===== config.mk =====
export PLATFORM = sky130hd
export DESIGN_NAME = ppu_rvp_front
export DESIGN_NICKNAME = d
export VERILOG_FILES = /design/src/ppu_rvp_pkg.sv /design/src/ppu_rvp_front.sv
export SDC_FILE = /design/constraint.sdc
export NUM_CORES = 1
export LEC_CHECK = 0
export BUFFER_PORTS_ARGS = -buffer_cell sky130_fd_sc_hd__buf_2
export CORE_MARGIN = 4
export CORE_UTILIZATION = 50
export CTS_CLUSTER_DIAMETER = 60
export DETAILED_ROUTE_END_ITERATION = 10
export PLACE_DENSITY = 0.77
export SKIP_CTS_REPAIR_TIMING = 1
export SYNTH_ARGS = -nofsm -noshare
export SYNTH_HDL_FRONTEND = slang
export SYNTH_SLANG_ARGS = --single-unit

===== constraint.sdc =====
create_clock -name i_clk -period 3.3 [get_ports i_clk]
set_input_delay 0.165 -clock i_clk [delete_from_list [all_inputs] [get_ports i_clk]]
set_output_delay 0.165 -clock i_clk [all_outputs]
set_load 0.01 [all_outputs]

===== src/ppu_rvp_pkg.sv =====
// Shared types, command codes and address helpers for the picture-processor register port.
package ppu_rvp_pkg;

    localparam int PATTERN_BYTES_DEF = 8192;
    localparam int NAME_BYTES        = 4096;
    localparam int PALETTE_ENTRIES   = 32;
    localparam int QUEUE_DEPTH       = 2;

    // Command codes of the request channel.
    localparam logic [2:0] CMD_REG_WR       = 3'd0;
    localparam logic [2:0] CMD_REG_RD       = 3'd1;
    localparam logic [2:0] CMD_OAM_LOAD     = 3'd2;
    localparam logic [2:0] CMD_VRAM_LOAD    = 3'd3;
    localparam logic [2:0] CMD_FRAME_START  = 3'd4;
    localparam logic [2:0] CMD_RAISE_STATUS = 3'd5;

    // CPU register numbers.
    localparam logic [2:0] REG_CTRL_A   = 3'd0;
    localparam logic [2:0] REG_CTRL_B   = 3'd1;
    localparam logic [2:0] REG_STATUS   = 3'd2;
    localparam logic [2:0] REG_SPR_ADDR = 3'd3;
    localparam logic [2:0] REG_SPR_DATA = 3'd4;
    localparam logic [2:0] REG_SCROLL   = 3'd5;
    localparam logic [2:0] REG_ADDR     = 3'd6;
    localparam logic [2:0] REG_DATA     = 3'd7;

    // Name-table mirroring modes.
    localparam logic [2:0] MIRROR_SINGLE_LO = 3'd0;
    localparam logic [2:0] MIRROR_SINGLE_HI = 3'd1;
    localparam logic [2:0] MIRROR_VERT  = 3'd2;
    localparam logic [2:0] MIRROR_HORZ  = 3'd3;
    localparam logic [2:0] MIRROR_FOUR  = 3'd4;
    localparam logic [2:0] MIRROR_RESET = MIRROR_HORZ;

    localparam logic [14:0] NAME_BASE    = 15'h2000;
    localparam logic [14:0] PALETTE_BASE = 15'h3f00;

    typedef struct packed {
        logic [2:0]  cmd;
        logic [2:0]  reg_index;
        logic [7:0]  data;
        logic [14:0] load_addr;
        logic [2:0]  status_flags;
        logic        vram_read;
    } t_item;

    typedef struct packed {
        logic clearing;
        logic pop;
    } t_back_stat;

    typedef enum logic [1:0] {
        ST_CLEAR,
        ST_FETCH,
        ST_EXEC
    } t_back_state;

    function automatic logic [11:0] name_index(input logic [14:0] addr,
                                               input logic [2:0]  mode);
        logic [1:0] quarter;
        logic [1:0] bank;
        quarter = addr[11:10];
        unique case (mode)
            MIRROR_VERT: bank = {1'b0, quarter[0]};
            MIRROR_HORZ: bank = {1'b0, quarter[1]};
            MIRROR_FOUR: bank = quarter;
            default:     bank = {1'b0, mode[0]};
        endcase
        return {bank, addr[9:0]};
    endfunction

endpackage


===== src/ppu_rvp_front.sv =====
// Front end: accepts requests, classifies them and holds them in a two-entry queue.
module ppu_rvp_front (
    input  logic                    i_clk,
    input  logic                    i_rst_n,
    input  logic                    i_in_valid,
    output logic                    o_in_ready,
    input  logic [2:0]              i_cmd,
    input  logic [2:0]              i_reg_index,
    input  logic [7:0]              i_data,
    input  logic [14:0]             i_load_addr,
    input  logic [2:0]              i_status_flags,
    input  ppu_rvp_pkg::t_back_stat i_stat,
    output logic                    o_q_valid,
    output ppu_rvp_pkg::t_item      o_q_item
);

    ppu_rvp_pkg::t_item r_slot [ppu_rvp_pkg::QUEUE_DEPTH];
    logic               r_wr_ptr;
    logic               r_rd_ptr;
    logic [1:0]         r_count;
    logic [1:0]         n_count;
    logic               push;
    logic               pop;
    ppu_rvp_pkg::t_item item;

    always_comb begin
        item.cmd          = i_cmd;
        item.reg_index    = i_reg_index;
        item.data         = i_data;
        item.load_addr    = i_load_addr;
        item.status_flags = i_status_flags;
        // Only a data-register read needs the registered memory read.
        item.vram_read    = (i_cmd == ppu_rvp_pkg::CMD_REG_RD)
                         && (i_reg_index == ppu_rvp_pkg::REG_DATA);
    end

    assign o_in_ready = (r_count != 2'(ppu_rvp_pkg::QUEUE_DEPTH)) && !i_stat.clearing;
    assign push       = i_in_valid && o_in_ready;
    assign pop        = i_stat.pop && (r_count != 2'd0);
    assign o_q_valid  = (r_count != 2'd0);
    assign o_q_item   = r_slot[r_rd_ptr];

    always_comb begin
        n_count = r_count;
        if (push && !pop) begin
            n_count = r_count + 2'd1;
        end else if (pop && !push) begin
            n_count = r_count - 2'd1;
        end
    end

    always_ff @(posedge i_clk) begin
        if (!i_rst_n) begin
            r_wr_ptr <= 1'b0;
            r_rd_ptr <= 1'b0;
            r_count  <= 2'd0;
        end else begin
            r_count <= n_count;
            if (push) begin
                r_wr_ptr <= ~r_wr_ptr;
            end
            if (pop) begin
                r_rd_ptr <= ~r_rd_ptr;
            end
        end
    end

    always_ff @(posedge i_clk) begin
        if (push) begin
            r_slot[r_wr_ptr] <= item;
        end
    end

endmodule


==> results of run 1 <==
==> worst paths after layout <==
path,slack [ns],cells after the start,to
worst max-delay path,1.19,3,o_q_item[32]
worst max register to register,1.27,3,r_slot[0][9]
worst min-delay path,0.02,1,r_slot[0][7]
worst min register to register,0.51,2,r_count[1]
==> cell families (layout without fill, tap and decap cells) <==
family                   count (synthesis)  count (layout)  share of synthesized area
AND/OR/NAND/NOR                         14              14                     0.0352
AO/OA/AOI/OAI                            3               3                    0.00665
buffers and inverters                    4              91                    0.00760
multiplexers                            34              34                      0.145
flip-flops                              71              71                      0.791
XOR/XNOR                                 3               3                    0.00998
adder cells (fa/ha/maj)                  1               1                    0.00475
==> flip-flops by register name, indices dropped and copies added (netlist names), named ones only <==
signal    flops
r_wr_ptr      1
r_rd_ptr      1
r_slot       66
r_count       2
==> power groups by stage <==
stage / clock (mW) / combinational (mW) / sequential (mW)
final: 0.588 / 0.549 / 1.13
after global routing: 0.641 / 0.596 / 1.14
after CTS: 0.605 / 0.561 / 1.13
after detailed placement: 0 / 0.557 / 1.15
after global placement: 0 / 0.554 / 1.15
after floorplan: 0 / 0.384 / 1.12
==> layer usage <==
| layer | GRT usage | vias up | wire length (um) |
|---|---|---|---|
| li1 | - | 666 | - |
| met4 | 0.0811 | 0 | 74 |
| met3 | 0.0504 | 8 | 228 |
| met2 | 0.239 | 44 | 2360 |
| met5 | 0 | - | 0 |
| met1 | 0.159 | 681 | 1710 |
==> per-stage QoR <==
step / instance area, um^2 / hold slack, ns / utilization
6_report: 3270 / 0.0211 / 0.639
5_1_grt: 3270 / 0.000702 / 0.639
4_1_cts: 3260 / 0.00243 / 0.637
3_5_place_dp: 3090 / 0.357 / 0.604
3_3_place_gp: 3090 / 0.355 / 0.604
2_1_floorplan: 2630 / 0.264 / -
==> cell type report <==
| cell class | count | area, um^2 | area share |
|---|---|---|---|
| clock inverter | 1 | 3.75 | 0.00115 |
| clock buffer | 15 | 166 | 0.0510 |
| sequential | 71 | 2080 | 0.638 |
| multi-input combinational | 55 | 538 | 0.165 |
| timing repair buffer | 75 | 388 | 0.119 |
| tap | 70 | 87.6 | 0.0268 |
==> worst max-delay path, cell delays in order, from the launching register on <==
cell and delay [ns]:
dfxtp_1 0.69, buf_4 0.39, mux2_2 0.38, buf_2 0.14
==> placed cells by master (no fill, tap or decap) <==
cell	count
clkbuf_8	11
dlygate4sd3_1	1
nor2b_1	1
nand2b_1	1
or3_1	1
ha_1	1
clkbuf_1	4
nor2b_4	1
or2_2	1
o21ai_1	1
mux2_2	33
dfxtp_1	5
nor3b_1	1
a21boi_1	1
nand2_1	1
xnor2_1	2
buf_4	3
edfxtp_1	66
and2_1	4
mux2i_1	1
nand4b_1	1
nor2_1	1
o21ai_0	1
nor3b_2	1
buf_2	71
xor2_1	1
clkinv_1	1
==> summary by stage, run 1 <==
Power and ir drop
The leakage power figure is 1.22 nW. The relative contribution of combinational cells to total power is 0.242. Of the total power, the share spent switching nets is 0.261.

Of the total power, the clock network draws 0.259. The design internal power is 1.68 mW. The total power consumption of the routed design is 2.27 mW. In this run the power spent charging and discharging nets is 0.592 mW. The sequential share of power is 0.499. The worst-case IR drop observed on VDD is 493 uV. The ratio of total power to cell area is 695 nW/um^2.

Worst setup path
In this run the critical register-to-register path is launched from r_count[0]. The arrival time of data at the critical path endpoint is 1.94 ns. The top fanout value on the critical path is 21.

The critical path endpoint category is an output pin. The sort of element at the start of the critical path is a flip-flop. The category of the critical setup timing path is flip-flop to output pin. The data required time at the worst endpoint is 3.13 ns.

Clock network
In this run the clock root is driven by a clkbuf_8. Counting along the longest clock path gives a buffer depth of 2. In this run, CTS created clock tree buffers numbering 9. The H-tree depth is 3.

Clock latency on the worst-skew pair, taken at its later pin, is 0.33 ns. The sink count of the clock tree is 71. TritonCTS built the clock tree. The clock transition time at the flip-flop clock pins of the worst setup and hold paths is 0.07 ns.

Die
The floorplan step defined a core boundary enclosing 5110 um^2. From bottom edge to top edge, the die measures 80.6 um. The die area is 6490 um^2. Row generation in the floorplan step produced 26 rows.

For this configuration, the core starts out at a cell density of 0.515. The width of the chip is 80.6 um. The number of placed I/O pins is 72.

Timing
In the finished design, the share of the clock period the worst path needs comes to 0.639. Headroom to the max-slew limit came out at 0.363. The number of slew-limit violations in the final report is 0. Timing would allow up to 0.474 GHz. Summed over all failing endpoints, the final setup total negative slack is 0 ns. Setup repair after global routing left no endpoint under its margin. The number of setup violations in the final report is 0. The slack of the critical path is 1.19 ns. The worst path needs 2.11 ns of the cycle, external delays included. The largest clock skew in the final design is 0.00471 ns. The actual transition at the worst max-transition pin is 0.953 ns. The final count of hold timing violations is 0.

Logic synthesis
The average footprint of a synthesized cell is 20.3 um^2. Yosys attributes the largest share of cell area to edfxtp_1 (75%), mux2_2 (14%), dfxtp_1 (3.8%). The synthesized design contains 71 register bits. The predominant post-synthesis flop cell is edfxtp_1. The synthesized instance count is 130. For this run, the register share of the synthesized area comes to 0.791. The post-synthesis instance area is 2630 um^2. In the synthesized netlist, the cells that appear most often are edfxtp_1 (66), mux2_2 (33), dfxtp_1 (5), and2_1 (4), buf_2 (4). The async set-reset flop share out of synthesis is 0. The number of nets handed over by synthesis was 168. The portion of synthesized cell area occupied by the leading cell type is 0.753. By instance count, the leading cell after synthesis is edfxtp_1. The synthesized design spends more area on one cell type than any other, namely edfxtp_1. Yosys mapped a number of flops with a built-in enable equal to 66. After synthesis, the netlist uses 21 different library cells.

The Yosys step of the flow raised 0 warnings.

Finish
In the final layout, the share of cells above drive strength 1 is 0.558. The number of diodes is 0. The count of cells in the finished layout, fillers not included, comes to 287. After filler insertion, the fill cell instance count of the layout stands at 382. Compared with the post-synthesis result, the final layout area differs by 24.0%. The net total in the final layout is 250.

Routing
The number of iterations in the first detailed-routing pass is 4. Once detail routing completed, the nets flagged for antenna violations numbered 0. The mean number of vias per cell is 4.87.

Summed over all layers, the routed wires come to 4380 um. The number of DRC violations after detailed-routing iteration 0 is 136. The routed via count is 1399. Dividing the detail-routed wire length by the instance count gives 15.2 um. The remaining routing DRC violations is 0.

Placed design
The worst setup slack after placement is 1.25 ns. The global placement routability congestion is 0.683. The count of port buffers added during placement is 71.

The wire-length estimate of the detail-placed layout is 2980 um. After detailed placement, the design holds a cell count of 270.

Global route
The largest net degree at the start of global routing is 34. The number of antenna violations at the first check in global routing is 0. The via count of the first global-routing pass is 1463. The first global-routing pass estimated 6670 um of wire. For this run, the total global-route usage over all layers was measured as 0.144. The total overflow left after global routing is 0.

Run status
The run finished with clean final reports.

Worst hold path
The worst min-delay path startpoint is i_load_addr[3]. The path class of the tightest hold or removal check is primary input to flip-flop.

Flow run
Across the run, the number of max-cap violations was 0.
(Power assumes the default switching activity.)
==> inputs of run 2 (changes only) <==
==> constraint.sdc (replaced) <==
create_clock -name i_clk -period 1.98 [get_ports i_clk]
set_input_delay 0.099 -clock i_clk [delete_from_list [all_inputs] [get_ports i_clk]]
set_output_delay 0.099 -clock i_clk [all_outputs]
set_load 0.01 [all_outputs]
==> summary by stage, run 2 (synthesis gave the netlist of run 1 again) <==
Run status
The flow ran to the end, and the final reports show no timing, DRC or antenna violations.

Finish
The register with the most flip-flops is r_slot. In the layout the commonest cells are buf_2 (71), edfxtp_1 (66), mux2_2 (33), dlygate4sd3_1 (32), clkbuf_8 (9). The area added between synthesis and finish is 40.5%. The flip-flop count of the largest register, all copies and words added was 66 (unchanged). The end-of-flow core utilization was 0.724 (+0.0848).

The filler cell count in the final layout is 338 (-12%). The net total in the final layout is 281 (+12%). The library cell used most frequently in the layout, excluding fill and tap cells, is buf_2. The largest registers in the layout are r_slot (66), r_count (2). The final design instance area without fill is 3700 um^2 (+13%). The number of diodes came to 0 (unchanged). The share of final-layout standard cells stronger than drive strength 1 is 0.508 (-0.0495).

Placed design
The placed standard-cell area is 3110 um^2 (+0.81%). The count of port buffers added during placement is 71 (unchanged). The global placement routability congestion is 0.738 (+8.0%). The detailed placer's ending HPWL was 2890 um (-2.8%).

Worst hold path
In this run the worst hold path is classified as primary input to flip-flop. The worst min-delay path startpoint is i_rst_n. The number of cells traversed by the worst hold path is 2 (+1).

Worst setup path
The endpoint identified for the worst register-to-register timing path is r_count[1]. STA classifies the critical path endpoint as a flip-flop. The worst setup path is launched from a flip-flop. The top fanout value on the critical path was 5 (-76%). The data required time at the worst endpoint was 2.24 ns (-0.89 ns). The cell depth of the worst flop-to-flop path is 5 (+2).

By startpoint and endpoint, the worst setup path is classified as flip-flop to flip-flop. The slack of the worst reg-to-reg path is 0.27 ns (-1.00 ns). The worst register-to-register path begins at r_count[0]. The arrival time of data at the critical path endpoint is 1.97 ns (+0.03 ns).

The startpoint of the worst setup timing path is r_count[0].

Timing
The worst hold slack after final layout is 0.0418 ns (+0.0208 ns). The final count of hold timing violations was 0 (unchanged). The largest clock skew in the final design is 0.00431 ns (-0.000400 ns).

After layout, the minimum clock period comes to 1.71 ns. The tightest slew margin relative to the limit is 0.714 (+0.351). The actual transition at the worst max-transition pin came to 0.429 ns (-0.524 ns).

The post-route fraction of the period consumed by the critical path is 0.863. The top achievable clock speed is 0.586 GHz. The number of slew-limit violations in the final report is 0 (unchanged).

The number of setup violations in the final report is 0 (unchanged). Setup repair after global routing left no endpoint under its margin.

Clock network
The number of buffers created by CTS is 9 (unchanged). The maximum buffer depth of the clock tree is 2 (unchanged). The sink count of the clock tree was 71 (unchanged).

The clock transition time at the flip-flop clock pins of the worst setup and hold paths was 0.07 ns (about the same). The H-tree depth came to 3 (unchanged). TritonCTS built the clock tree. The clock latency reported for the late side of the worst-skew pair is 0.33 ns (about the same). The cell sitting at the root of the clock tree is a clkbuf_8.

Die
The number of placement rows came to 26 (unchanged). The area of the core is 5110 um^2 (unchanged). The width of the chip is 80.6 um (unchanged). The vertical die dimension is 80.6 um (unchanged). The number of placed I/O pins came to 72 (unchanged). The die area is 6490 um^2 (unchanged).

The effective utilization at floorplan is 0.515 (unchanged).

Routing
The number of iterations in the first detailed-routing pass came to 4 (unchanged). The detail-routed net length per standard cell came to 15.4 um (+1.1%). The remaining routing DRC violations is 0 (unchanged). The post-detailed-route count of antenna-violating nets came to 0 (unchanged).

The sum of routed wire length over all layers came to 4900 um (+12%). The number of DRC violations after detailed-routing iteration 0 is 93 (-32%). The mean number of vias per cell came to 4.77 (-2.2%). The routed via count is 1516 (+8.4%).

Power and ir drop
The ratio of total power to cell area is 1180 nW/um^2 (+70%). The maximum ir drop on the vdd rail was 792 uV (+61%). The total power consumption of the routed design is 4.37 mW (+93%).

The leakage power figure is 1.39 nW (+14%).

Global route
The number of antenna violations at the first check in global routing came to 0 (unchanged). The wire length of the first global-routing pass is 6790 um (+1.9%). The layer with the highest usage after global routing is met2. The largest net degree at the start of global routing is 34 (unchanged).

The fraction of met2 tracks used by global routing is 0.236 (-0.00331). The aggregate global routing overflow is 0 (unchanged). The total global-route track usage is 0.145 (+0.00125).

The via count of the first global-routing pass was 1431 (-2.2%). The met1 routing resource usage after global routing is 0.169 (+0.00991). The met3 capacity usage during global routing is 0.0594 (+0.00897).

Flow run
The max capacitance violation total was 0 (unchanged).
run 2: cell types whose count changed in the layout (fill, tap and decap cells not counted):
cell | before | now
buf_4 | 3 | 1
buf_12 | 0 | 2
clkinvlp_4 | 0 | 2
inv_6 | 0 | 1
clkbuf_8 | 11 | 9
bufinv_16 | 0 | 4
clkinv_1 | 1 | 0
dlygate4sd3_1 | 1 | 32
clkbuf_1 | 4 | 0
run 2: area by class of cell:
class	instances	area [um^2]	share of cell area
Clock buffer	9	124	0.0335
Tap cell	70	87.6	0.0237
Multi-Input combinational cell	55	538	0.145
Timing Repair Buffer	106	723	0.196
Clock inverter	7	144	0.0389
Sequential cell	71	2080	0.563
run 2: worst max-delay path by stage:
stage,endpoint,depth (start not counted),slack [ns]
global placement,r_count[1],5,0.37
floorplan,r_slot[1][0],3,-0.005
CTS,r_count[1],5,0.27
detailed placement,r_count[1],5,0.29
global route,r_count[1],5,0.17
finish,r_count[1],5,0.27
run 2: worst max-delay path, stage by stage (launching register included):
cell	delay [ns]
dfxtp_1	0.43
nor2b_1	0.11
nor3b_2	0.30
ha_1	0.31
or3_1	0.36
a21boi_1	0.14
run 2: routing by layer:
metal	vias up	wire, um
met4	0	146
met5	-	0
met1	724	1850
li1	730	-
met3	13	233
met2	49	2670
run 2: report_power, final:
group          switching [mW]  leakage [nW]  total (mW)  internal [mW]
clock network           0.521         0.126        1.49          0.968
logic                   0.499         0.621        1.03          0.532
registers              0.0539         0.647        1.85           1.80
run 2: per-stage QoR:
stage,TNS [ns],worst slack [ns],cells
finish,0,0.272,318
global route,0,0.166,318
CTS,0,0.270,286
detailed placement,0,0.288,270
global placement,0,0.368,270
floorplan,-0.170,-0.00516,130
==> inputs of run 3 (changes only) <==
==> constraint.sdc (replaced) <==
create_clock -name i_clk -period 1.98 [get_ports i_clk]
set_input_delay 0.495 -clock i_clk [delete_from_list [all_inputs] [get_ports i_clk]]
set_output_delay 0.495 -clock i_clk [all_outputs]
set_load 0.01 [all_outputs]
==> summary by stage, run 3 (synthesis gave the netlist of run 1 again) <==
Timing
The tightest slew margin relative to the limit is 0.790 (+0.0761). The actual transition at the worst max-transition pin is 0.313 ns (-0.116 ns). The final count of hold timing violations is 0 (unchanged). The worst hold slack after final layout is 0.351 ns (+0.310 ns). The time the worst path needs with I/O delays and setup is 1.92 ns (+0.216 ns).

The number of setup violations in the final report is 0 (unchanged). Setup repair after global routing could not meet its margin everywhere. The slack of the critical path is 0.0565 ns (-0.216 ns). The largest clock skew in the final design is 0.00827 ns (+0.00396 ns). The sum of negative setup slack is 0 ns (unchanged). The number of slew-limit violations in the final report is 0 (unchanged). The post-route fraction of the period consumed by the critical path is 0.971 (+0.109). The top achievable clock speed is 0.520 GHz (-11%).

Finish
The net total in the final layout is 252 (-10%). The most common cell after layout, fill and taps aside is buf_2. From synthesis to final layout, the design area changed by 28.2%. The top cell types in the final layout, fill and taps aside, are buf_2 (71), edfxtp_1 (66), mux2_2 (33), clkbuf_8 (9), dfxtp_1 (5).

The register with the most flip-flops is r_slot. The share of final-layout standard cells stronger than drive strength 1 was 0.575 (+0.0673). The largest registers in the layout are r_slot (66), r_count (2).

The number of diodes came to 0 (unchanged). The filler-free cell count of the finished design is 289 (-9.1%). The flip-flop count of the largest register, all copies and words added was 66 (unchanged).

Power and ir drop
The leakage power figure is 1.27 nW (-9.1%). The ratio of total power to cell area is 1230 nW/um^2 (+4.0%). The maximum ir drop on the vdd rail is 795 uV (+0.38%).

The total power consumption of the routed design is 4.15 mW (-5.1%).

Placed design
The count of port buffers added during placement is 71 (unchanged). The global placement routability congestion came to 0.678 (-8.1%). The number of cells in the design after placement is 273 (+1.1%). The detailed placer's ending HPWL is 3000 um (+3.8%). The worst setup slack after placement is 0.149 ns (-0.139 ns).

Clock network
The H-tree depth is 3 (unchanged). The maximum buffer depth of the clock tree is 2 (unchanged). The clock tree root buffer cell is clkbuf_8.

The TritonCTS clock tree is yes. The clock transition time at the flip-flop clock pins of the worst setup and hold paths is 0.07 ns (about the same). The sink count of the clock tree is 71 (unchanged).

The number of buffers created by CTS is 9 (unchanged). The clock latency reported for the late side of the worst-skew pair was 0.33 ns (about the same).

Flow run
The max capacitance violation total is 0 (unchanged).

Worst hold path
In this run the worst hold path is classified as primary input to flip-flop. In this run the most critical hold path is launched from i_load_addr[5].

Global route
The via count of the first global-routing pass came to 1442 (+0.77%). The wire length of the first global-routing pass is 6440 um (-5.1%). The total global-route track usage was 0.139 (-0.00595). The number of antenna violations at the first check in global routing is 0 (unchanged). The largest net degree at the start of global routing is 18 (-47%).

The aggregate global routing overflow was 0 (unchanged).

Die
The number of placement rows came to 26 (unchanged). The area of the core is 5110 um^2 (unchanged). The vertical die dimension was 80.6 um (unchanged). The width of the chip came to 80.6 um (unchanged).

The die area is 6490 um^2 (unchanged). The effective utilization at floorplan is 0.515 (unchanged). The number of placed I/O pins is 72 (unchanged).

Run status
The flow ran to the end, and the final reports show no timing, DRC or antenna violations.

Routing
The number of iterations in the first detailed-routing pass is 3 (-1). The routed via count is 1410 (-7.0%). The remaining routing DRC violations is 0 (unchanged). The detail-routed net length per standard cell was 14.7 um (-4.8%). The mean number of vias per cell is 4.88 (+2.3%). The post-detailed-route count of antenna-violating nets is 0 (unchanged). The number of DRC violations after detailed-routing iteration 0 is 68 (-27%).

The sum of routed wire length over all layers came to 4240 um (-13%).

Worst setup path
The signal on the critical path passes through buf_4 > mux2_2 > buf_2. The sort of element at the start of the critical path is a flip-flop. The slowest stage of the critical path belongs to the cell mux2_2. The highest cell delay on the worst timing path is 0.38 ns (-0.05 ns). The startpoint identified for the worst register-to-register timing path is r_count[0]. The worst setup path is of the flip-flop to output pin kind.

STA classifies the critical path endpoint as an output pin. The arrival time of data at the critical path endpoint was 1.43 ns (-0.54 ns). The top fanout value on the critical path is 17 (+12).

The data required time at the worst endpoint is 1.48 ns (-0.76 ns).
-- run 3: cell count changes in the layout (fill, tap and decap cells not counted), moves of 2 or more --
cell           previous run  this run
buf_4                     1         3
clkbuf_1                  0         3
clkinvlp_4                2         0
dlygate4sd3_1            32         0
-- run 3: metrics by stage --
stage / utilization / area, um^2
floorplan: - / 2640
global placement: 0.616 / 3150
detailed placement: 0.616 / 3150
CTS: 0.661 / 3380
global route: 0.661 / 3380
finish: 0.661 / 3380
-- run 3: final cells by class --
class | count | area, um^2
clock buffer | 12 | 135
clock inverter | 4 | 93.8
fill | 375 | 1730
multi-input combinational | 55 | 539
sequential | 71 | 2080
tap | 70 | 87.6
timing repair buffer | 77 | 438
-- run 3: worst paths after layout --
path,to,slack [ns],depth (start not counted)
worst max-delay path,o_q_item[18],0.06,3
worst min-delay path,r_slot[1][9],0.35,1
worst max register to register,r_count[1],0.29,5
worst min register to register,r_count[1],0.52,2
-- run 3: critical path: cells and delay by family (launching register included) --
family                 cells  cell delay, ns
flip-flops                 1            0.33
multiplexers               1            0.38
buffers and inverters      2            0.39
-- run 3: per-layer routing --
| layer | track usage | vias to the layer above | wire length [um] |
|---|---|---|---|
| li1 | - | 671 | - |
| met1 | 0.158 | 685 | 1710 |
| met2 | 0.238 | 46 | 2200 |
| met3 | 0.0303 | 8 | 240 |
| met4 | 0.0811 | 0 | 85 |
| met5 | 0 | - | 0 |
-- run 3: report_power, final --
part | total [mW] | switching (mW) | internal [mW] | leakage, nW
Sequential | 1.85 | 0.0544 | 1.80 | 0.647
Combinational | 0.989 | 0.476 | 0.513 | 0.507
Clock | 1.31 | 0.474 | 0.835 | 0.112
